### src/rtl/core/lbp_pkg.sv
`timescale 1ns / 1ps
package lbp_pkg;

  localparam int FRAMES_DEF    = 16;
  localparam int ADDR_BITS_DEF = 32;

  localparam int PAGE_W  = 32;
  localparam int STAT_W  = 3;
  localparam int FIDX_W  = 4;
  localparam int PIN_W   = 16;

  localparam logic [PIN_W-1:0] PIN_MAX = {PIN_W{1'b1}};

  localparam logic OP_PIN     = 1'b0;
  localparam logic OP_RELEASE = 1'b1;

  localparam logic [STAT_W-1:0] STAT_HIT        = 3'd0;
  localparam logic [STAT_W-1:0] STAT_FREE       = 3'd1;
  localparam logic [STAT_W-1:0] STAT_EVICT      = 3'd2;
  localparam logic [STAT_W-1:0] STAT_ALL_PINNED = 3'd3;
  localparam logic [STAT_W-1:0] STAT_RELEASED   = 3'd4;
  localparam logic [STAT_W-1:0] STAT_REL_MISS   = 3'd5;

  typedef struct packed {
    logic              opcode;
    logic [PAGE_W-1:0] page_addr;
  } req_t;

  typedef struct packed {
    logic [STAT_W-1:0] status;
    logic [FIDX_W-1:0] frame_index;
    logic              needs_writeback;
    logic [PAGE_W-1:0] victim_addr;
  } rsp_t;

  typedef enum logic [1:0] {
    FSM_IDLE,
    FSM_LOOK,
    FSM_UPD
  } fsm_state_t;

  // controller -> datapath
  typedef struct packed {
    logic load_req;
    logic latch_dec;
    logic commit;
  } ctl_cmd_t;

  // datapath -> controller
  typedef struct packed {
    logic out_full;
  } dp_stat_t;

endpackage

### src/rtl/core/lru_buffer_pool_frame_manager.sv
`timescale 1ns / 1ps
// A request is registered, its lookup result is registered in the lookup state, and
//   the result is registered on commit, which waits while the output holds a stalled
//   result. The next request is taken on the commit edge, not during the lookup.
// Reset (synchronous, rst_n low): clears frame valid bits, pin counts, output valid
//   and the controller; tags and recency ages are written before they are read.
module lru_buffer_pool_frame_manager import lbp_pkg::*; #(
  parameter int FRAMES    = FRAMES_DEF,
  parameter int ADDR_BITS = ADDR_BITS_DEF
) (
  input  logic clk,
  input  logic rst_n,
  input  logic in_valid,
  output logic in_stall,
  input  req_t in_req,
  output logic out_valid,
  input  logic out_stall,
  output rsp_t out_rsp
);

  ctl_cmd_t cmd;
  dp_stat_t stat;

  // Sequencer: idle -> lookup -> commit. Commit waits while the output
  // register holds a result that is stalled.
  lbp_ctrl u_ctrl (
    .clk      (clk),
    .rst_n    (rst_n),
    .in_valid (in_valid),
    .in_stall (in_stall),
    .stat     (stat),
    .cmd      (cmd)
  );

  // Frame table: parallel tag match, first free frame, and LRU search
  // over unpinned frames by age bucket. Ages give the recency order:
  // a hit or eviction moves the frame to age zero, a fill ages everyone.
  lbp_datapath #(
    .FRAMES    (FRAMES),
    .ADDR_BITS (ADDR_BITS)
  ) u_dp (
    .clk       (clk),
    .rst_n     (rst_n),
    .in_req    (in_req),
    .cmd       (cmd),
    .stat      (stat),
    .out_valid (out_valid),
    .out_stall (out_stall),
    .out_rsp   (out_rsp)
  );

  // Assertions

  // after a request is taken the block is busy with the lookup
  a_busy_after_accept: assert property (@(posedge clk) disable iff (!rst_n)
    (in_valid && !in_stall) |=> in_stall)
    else $error("request accepted during lookup");

  // writeback flag only with eviction
  a_wb_evict: assert property (@(posedge clk) disable iff (!rst_n)
    out_valid |-> (out_rsp.needs_writeback == (out_rsp.status == STAT_EVICT)))
    else $error("writeback flag does not match eviction status");

  // misses carry no frame or victim
  a_miss_zero: assert property (@(posedge clk) disable iff (!rst_n)
    (out_valid && ((out_rsp.status == STAT_REL_MISS) ||
                   (out_rsp.status == STAT_ALL_PINNED)))
      |-> ((out_rsp.frame_index == '0) && (out_rsp.victim_addr == '0)))
    else $error("miss result carries frame or victim");

  // a commit never overwrites a stalled result
  a_no_overwrite: assert property (@(posedge clk) disable iff (!rst_n)
    (out_valid && out_stall) |-> !cmd.commit)
    else $error("commit while output stalled");

endmodule

### src/rtl/core/lbp_ctrl.sv
`timescale 1ns / 1ps
module lbp_ctrl import lbp_pkg::*; (
  input  logic     clk,
  input  logic     rst_n,
  input  logic     in_valid,
  output logic     in_stall,
  input  dp_stat_t stat,
  output ctl_cmd_t cmd
);

  fsm_state_t state_r;
  fsm_state_t state_nxt;

  always_ff @(posedge clk) begin
    if (!rst_n) begin
      state_r <= FSM_IDLE;
    end else begin
      state_r <= state_nxt;
    end
  end

  always_comb begin
    state_nxt = state_r;
    cmd       = '0;
    in_stall  = 1'b1;
    case (state_r)
      FSM_IDLE: begin
        in_stall = 1'b0;
        if (in_valid) begin
          cmd.load_req = 1'b1;
          state_nxt    = FSM_LOOK;
        end
      end
      FSM_LOOK: begin
        cmd.latch_dec = 1'b1;
        state_nxt     = FSM_UPD;
      end
      FSM_UPD: begin
        // commit and take the next request on the same edge
        if (!stat.out_full) begin
          cmd.commit = 1'b1;
          in_stall   = 1'b0;
          if (in_valid) begin
            cmd.load_req = 1'b1;
            state_nxt    = FSM_LOOK;
          end else begin
            state_nxt = FSM_IDLE;
          end
        end
      end
      default: begin
        state_nxt = FSM_IDLE;
      end
    endcase
  end

endmodule

### src/rtl/core/lbp_datapath.sv
`timescale 1ns / 1ps
module lbp_datapath import lbp_pkg::*; #(
  parameter int  FRAMES    = FRAMES_DEF,
  parameter int  ADDR_BITS = ADDR_BITS_DEF,
  localparam int IDX_W     = $clog2(FRAMES)
) (
  input  logic     clk,
  input  logic     rst_n,
  input  req_t     in_req,
  input  ctl_cmd_t cmd,
  output dp_stat_t stat,
  output logic     out_valid,
  input  logic     out_stall,
  output rsp_t     out_rsp
);

  // request register
  req_t                 req_r;
  logic [ADDR_BITS-1:0] addr;

  // frame state
  logic [ADDR_BITS-1:0] tag_r   [FRAMES];
  logic [ADDR_BITS-1:0] tag_nxt [FRAMES];
  logic [FRAMES-1:0]    valid_r;
  logic [FRAMES-1:0]    valid_nxt;
  logic [PIN_W-1:0]     pin_r   [FRAMES];
  logic [PIN_W-1:0]     pin_nxt [FRAMES];
  // recency age: 0 = most recent, unique among valid frames
  logic [IDX_W-1:0]     age_r   [FRAMES];
  logic [IDX_W-1:0]     age_nxt [FRAMES];

  // lookup results
  logic             hit_found_r, hit_found_nxt;
  logic [IDX_W-1:0] hit_idx_r, hit_idx_nxt;
  logic             free_found_r, free_found_nxt;
  logic [IDX_W-1:0] free_idx_r, free_idx_nxt;
  logic             vic_found_r, vic_found_nxt;
  logic [IDX_W-1:0] vic_idx_r, vic_idx_nxt;
  logic [FRAMES-1:0] bucket;
  logic [IDX_W-1:0]  best_age;

  // update
  logic             touch_en;
  logic [IDX_W-1:0] touch_idx;
  rsp_t             rsp_nxt;
  rsp_t             out_rsp_r;
  logic             out_valid_r;

  assign addr = ADDR_BITS'(req_r.page_addr);

  // lookup: tag match, first free frame, LRU unpinned frame
  always_comb begin
    hit_found_nxt  = 1'b0;
    hit_idx_nxt    = '0;
    free_found_nxt = 1'b0;
    free_idx_nxt   = '0;
    bucket         = '0;
    vic_found_nxt  = 1'b0;
    best_age       = '0;
    vic_idx_nxt    = '0;
    for (int f = FRAMES - 1; f >= 0; f--) begin
      if (valid_r[f] && (tag_r[f] == addr)) begin
        hit_found_nxt = 1'b1;
        hit_idx_nxt   = IDX_W'(f);
      end
      if (!valid_r[f]) begin
        free_found_nxt = 1'b1;
        free_idx_nxt   = IDX_W'(f);
      end
      if (valid_r[f] && (pin_r[f] == '0)) begin
        bucket[age_r[f]] = 1'b1;
      end
    end
    for (int a = 0; a < FRAMES; a++) begin
      if (bucket[a]) begin
        vic_found_nxt = 1'b1;
        best_age      = IDX_W'(a);
      end
    end
    for (int f = 0; f < FRAMES; f++) begin
      if (valid_r[f] && (pin_r[f] == '0) && (age_r[f] == best_age)) begin
        vic_idx_nxt = IDX_W'(f);
      end
    end
  end

  // update of frame state and result
  always_comb begin
    tag_nxt   = tag_r;
    valid_nxt = valid_r;
    pin_nxt   = pin_r;
    age_nxt   = age_r;
    rsp_nxt   = '0;
    touch_en  = 1'b0;
    touch_idx = '0;
    if (req_r.opcode == OP_RELEASE) begin
      if (hit_found_r) begin
        if (pin_r[hit_idx_r] != '0) begin
          pin_nxt[hit_idx_r] = pin_r[hit_idx_r] - 1'b1;
        end
        rsp_nxt.status      = STAT_RELEASED;
        rsp_nxt.frame_index = FIDX_W'(hit_idx_r);
      end else begin
        rsp_nxt.status = STAT_REL_MISS;
      end
    end else if (hit_found_r) begin
      if (pin_r[hit_idx_r] != PIN_MAX) begin
        pin_nxt[hit_idx_r] = pin_r[hit_idx_r] + 1'b1;
      end
      touch_en            = 1'b1;
      touch_idx           = hit_idx_r;
      rsp_nxt.status      = STAT_HIT;
      rsp_nxt.frame_index = FIDX_W'(hit_idx_r);
    end else if (free_found_r) begin
      for (int f = 0; f < FRAMES; f++) begin
        if (valid_r[f]) begin
          age_nxt[f] = IDX_W'(age_r[f] + 1'b1);
        end
      end
      valid_nxt[free_idx_r] = 1'b1;
      tag_nxt[free_idx_r]   = addr;
      pin_nxt[free_idx_r]   = PIN_W'(1);
      age_nxt[free_idx_r]   = '0;
      rsp_nxt.status        = STAT_FREE;
      rsp_nxt.frame_index   = FIDX_W'(free_idx_r);
    end else if (vic_found_r) begin
      rsp_nxt.victim_addr     = PAGE_W'(tag_r[vic_idx_r]);
      rsp_nxt.needs_writeback = 1'b1;
      tag_nxt[vic_idx_r]      = addr;
      pin_nxt[vic_idx_r]      = PIN_W'(1);
      touch_en                = 1'b1;
      touch_idx               = vic_idx_r;
      rsp_nxt.status          = STAT_EVICT;
      rsp_nxt.frame_index     = FIDX_W'(vic_idx_r);
    end else begin
      rsp_nxt.status = STAT_ALL_PINNED;
    end
    // move to front: younger frames age by one
    if (touch_en) begin
      for (int f = 0; f < FRAMES; f++) begin
        if (valid_r[f] && (age_r[f] < age_r[touch_idx])) begin
          age_nxt[f] = IDX_W'(age_r[f] + 1'b1);
        end
      end
      age_nxt[touch_idx] = '0;
    end
  end

  always_ff @(posedge clk) begin
    if (cmd.load_req) begin
      req_r <= in_req;
    end
    if (cmd.latch_dec) begin
      hit_found_r  <= hit_found_nxt;
      hit_idx_r    <= hit_idx_nxt;
      free_found_r <= free_found_nxt;
      free_idx_r   <= free_idx_nxt;
      vic_found_r  <= vic_found_nxt;
      vic_idx_r    <= vic_idx_nxt;
    end
    if (cmd.commit) begin
      tag_r     <= tag_nxt;
      age_r     <= age_nxt;
      out_rsp_r <= rsp_nxt;
    end
  end

  always_ff @(posedge clk) begin
    if (!rst_n) begin
      valid_r     <= '0;
      out_valid_r <= 1'b0;
      for (int f = 0; f < FRAMES; f++) begin
        pin_r[f] <= '0;
      end
    end else begin
      if (cmd.commit) begin
        valid_r     <= valid_nxt;
        pin_r       <= pin_nxt;
        out_valid_r <= 1'b1;
      end else if (!out_stall) begin
        out_valid_r <= 1'b0;
      end
    end
  end

  assign stat.out_full = out_valid_r && out_stall;
  assign out_valid     = out_valid_r;
  assign out_rsp       = out_rsp_r;

endmodule
### config.mk
export PLATFORM = sky130hd
export DESIGN_NAME = lru_buffer_pool_frame_manager
export DESIGN_NICKNAME = d
export VERILOG_FILES = /design/src/rtl/core/lbp_pkg.sv /design/src/rtl/core/lru_buffer_pool_frame_manager.sv /design/src/rtl/core/lbp_ctrl.sv /design/src/rtl/core/lbp_datapath.sv
export SDC_FILE = /design/constraint.sdc
export NUM_CORES = 2
export LEC_CHECK = 0
export ABC_CLOCK_PERIOD_IN_PS = 27700
export BUFFER_PORTS_ARGS = -buffer_cell sky130_fd_sc_hd__buf_2
export CAP_MARGIN = 20
export CORE_AREA = 2 2 447 449
export DETAILED_ROUTE_END_ITERATION = 7
export DIE_AREA = 0 0 449 451
export PLACE_DENSITY = 0.55
export SETUP_SLACK_MARGIN = 0.15
export SYNTH_ARGS = -nofsm -noshare
export SYNTH_HDL_FRONTEND = slang
export SYNTH_HIERARCHICAL = 1
export SYNTH_SLANG_ARGS = --single-unit
### constraint.sdc
create_clock -name clk -period 27.7 [get_ports clk]
set_input_delay 8.31 -clock clk [delete_from_list [all_inputs] [get_ports clk]]
set_output_delay 8.31 -clock clk [all_outputs]
set_load 0.03 [all_outputs]
==> results.cfg <==
[sta]
period_share_pct = 62.4
fin_skew_ns = 0.0803
setup_viol = 0
max_freq_mhz = 57.8
tightestPinTransition_ns = 1.27
report.final.slew_viol_count = 0
hold_viol_final = 0
rsz0062_at_grt = false
finalCriticalPeriod_ns = 17.30
finalWorstSetupSlack_ns = 10.40
finalSetupTns_ns = 0
slew_headroom_pct = 15.3

[clocking]
cts_max_level = 3
clk_path_buf_depth = 3
cts_tree = built
cts_hold_buf = 0
cts_root_buffer = clkbuf_16
cts.sinks = 939
clk_pin_slew_ns = 0.06
cts_buffers = 106
clk_latency_ns = 0.79
post_cts_buffers = 0
post_cts_resized = 0

[worst_setup_path]
reg2reg_depth = 13
path_buf_inv = 2
cp_cell_sequence = buf_2, and2_1, nand2_1, nand2b_1, buf_2
start_kind = input pin
critical_path_class = in2out
crit_cells = 5
crit_arrival_ns = 8.99
path_delay_family = simple AND/OR/NAND/NOR gates
required_ns = 19.39
worstPathMaxFanout = 4
max_stage_delay_ns = 0.23
crit_path_end_kind = primary output
cpMaxStageDelayCell = and2_1
worst_path_most_repeated_cell = buf_2

[synthesis]
ys_ff_latch = 939
syn_area_um2 = 59100
synthCells = 5674
ys_seq_area_share_pct = 43.1
yosys.area_share.adder_pct = 2.44
synth_nets = 5826
synth-simple-area-share_pct = 21.3
synth-edff-count = 664
async_flop_share_pct = 0
ys_types = 99
synth_xor_area_share_pct = 8.49
avgSynthCellArea_um2 = 10.4
synthFlopType = edfxtp_1
synth_warnings = 6
synthMuxAreaShare_pct = 9.83
synth_compound_area_share_pct = 11.0
synth_top_family_by_area = simple AND/OR/NAND/NOR gates

[finish]
n_fill_cell = 20000
drive_above_1_share_pct = 15.2
postLayoutCellArea_um2 = 66400
layout_commonest_cell = edfxtp_1
multi_input_area_um2 = 31700
seq_area_um2 = 25400
fin_nets = 5763
utilization_pct = 33.5
area_delta_synth_final_pct = 12.4
final_cell_mix = 664 x edfxtp_1, 542 x and2_1, 504 x nand2_1

[route]
drtPass1Iterations = 8
drt-initial-drc-count = 7125
vias = 51000
wl_per_cell_um = 35.5
routed_wirelength_um = 297000
antenna_left = 0
drc = 0
via_per_inst = 6.09

[global_routing]
grt_pass1_vias = 48200
overflow = 0
grt_max_degree = 135
grt_pass1_wl_um = 403000
antenna_found_initial = 38
grt_use_total_pct = 28.3

[power_and_ir_drop]
p_leak_nw = 21.9
peakVddDrop_mv = 0.0531
p_per_area_nw_per_um2 = 49.0

[floorplanning]
die_x_um = 449
io-pin-count = 79
die_y_um = 451
start_util_pct = 29.8
die_area_um2 = 202000
coreArea_um2 = 198000
rows = 164

[run]
cap_viol_max_count = 0

[place]
port_buffers = 78
place_congestion = 1.06
place_ws_ns = 10.39
place_area_um2 = 62800
hpwl_um = 214000

[min_path]
hold_depth = 2
min-delay-path-class = reg2reg

[outcome]
outcome = finished, final reports clean
[state kept, by name (all words and copies together) (netlist names), 2 cells and up]
| register | flops |
|---|---|
| u_dp/valid_r | 16 |
| u_dp/vic_idx_r | 4 |
| u_dp/out_rsp | 40 |
| u_dp/tag_r | 512 |
| u_dp/age_r | 64 |
| u_dp/hit_idx_r | 4 |
| u_ctrl/state_r | 2 |
| u_dp/free_idx_r | 4 |
| u_dp/addr | 32 |
| u_dp/pin_r | 256 |
[cell usage after synthesis (all sizes together) (40+ instances only)]
cell    instances  area, µm²
nand3         147        776
nor3          219       1120
a22o           77        674
nand2         512       1950
clkbuf        318       1190
nand4         203       1280
o21a           40        300
a21oi         149        757
o22ai          44        363
and2          554       3470
o21ai         287       1440
xor2          162       1420
o32ai         114        998
buf           147        749
inv            86        323
xnor2         411       3600
dfxtp         275       5510
nor4          162       1320
mux4          239       5380
nor2          231        900
edfxtp        664      19900
ha            115       1440
nor2b          78        488
[per-layer routing]
| metal | global-route usage [%] | vias to the layer above | wire length [µm] |
|---|---|---|---|
| met3 | 6.30 | 792 | 27300 |
| met5 | 0 | - | 128 |
| met1 | 36.4 | 26100 | 118000 |
| met4 | 14.5 | 20 | 17900 |
| met2 | 44.6 | 3148 | 134000 |
| li1 | - | 21000 | - |
[final cells by class]
cell class	count	share of cell area, %
Antenna cell	18	0.0678
Clock buffer	139	4.40
Clock inverter	63	0.953
Inverter	86	0.486
Multi-Input combinational cell	4184	47.7
Sequential cell	939	38.3
Tap cell	2656	5.00
Timing Repair Buffer	294	3.09
[cell families (layout without fill, tap and decap cells)]
| family | count (synthesis) | count (layout) |
|---|---|---|
| compound gates | 945 | 945 |
| fa+ha+maj | 115 | 115 |
| flops | 939 | 939 |
| buf+inv | 551 | 582 |
| simple gates | 2270 | 2270 |
| mux | 281 | 281 |
| xor+xnor | 573 | 573 |
| other cells | 0 | 18 |
[final timing paths]
check	endpoint	slack (ns)	from
min reg2reg	u_dp/pin_r[86]$_SDFFE_PN0P_	0.47	u_dp/pin_r[86]$_SDFFE_PN0P_
min	u_dp/pin_r[86]$_SDFFE_PN0P_	0.47	u_dp/pin_r[86]$_SDFFE_PN0P_
max reg2reg	u_dp/vic_idx_r[0]$_SDFFCE_PP1P_	20.12	u_dp/valid_r[7]$_SDFFE_PN0P_
max	in_stall	10.40	out_stall
[through the flow]
step / instances / power (W) / hold WS (ns)
floorplan: 5674 / 0.00171 / 0.424
global placement: 8157 / 0.00183 / 0.454
detailed placement: 8159 / 0.00183 / 0.461
CTS: 8361 / 0.00327 / 0.470
global route: 8363 / 0.00334 / 0.496
finish: 8379 / 0.00326 / 0.469
[worst reg2reg max path, cell delays in order (launching register included)]
cell,delay (ns)
dfxtp_1,0.95
nor4b_4,0.88
nand3_2,0.73
nor4b_2,0.72
a2111oi_0,0.32
and4_4,0.30
a2111oi_2,0.66
nand4_1,0.41
o2111a_1,0.67
xnor2_1,0.27
nor4b_2,0.42
a21oi_1,0.12
a2111o_1,0.40
a311o_1,0.45
[report_power, final]
group | internal, W | leakage, nW | switching, W
registers | 0.00150 | 8.42 | 0.0000109
logic | 0.0000903 | 11.7 | 0.000207
clock network | 0.000809 | 1.74 | 0.000638
total | 0.00240 | 21.9 | 0.000856
No activity file was read; power rests on OpenSTA's default activity.
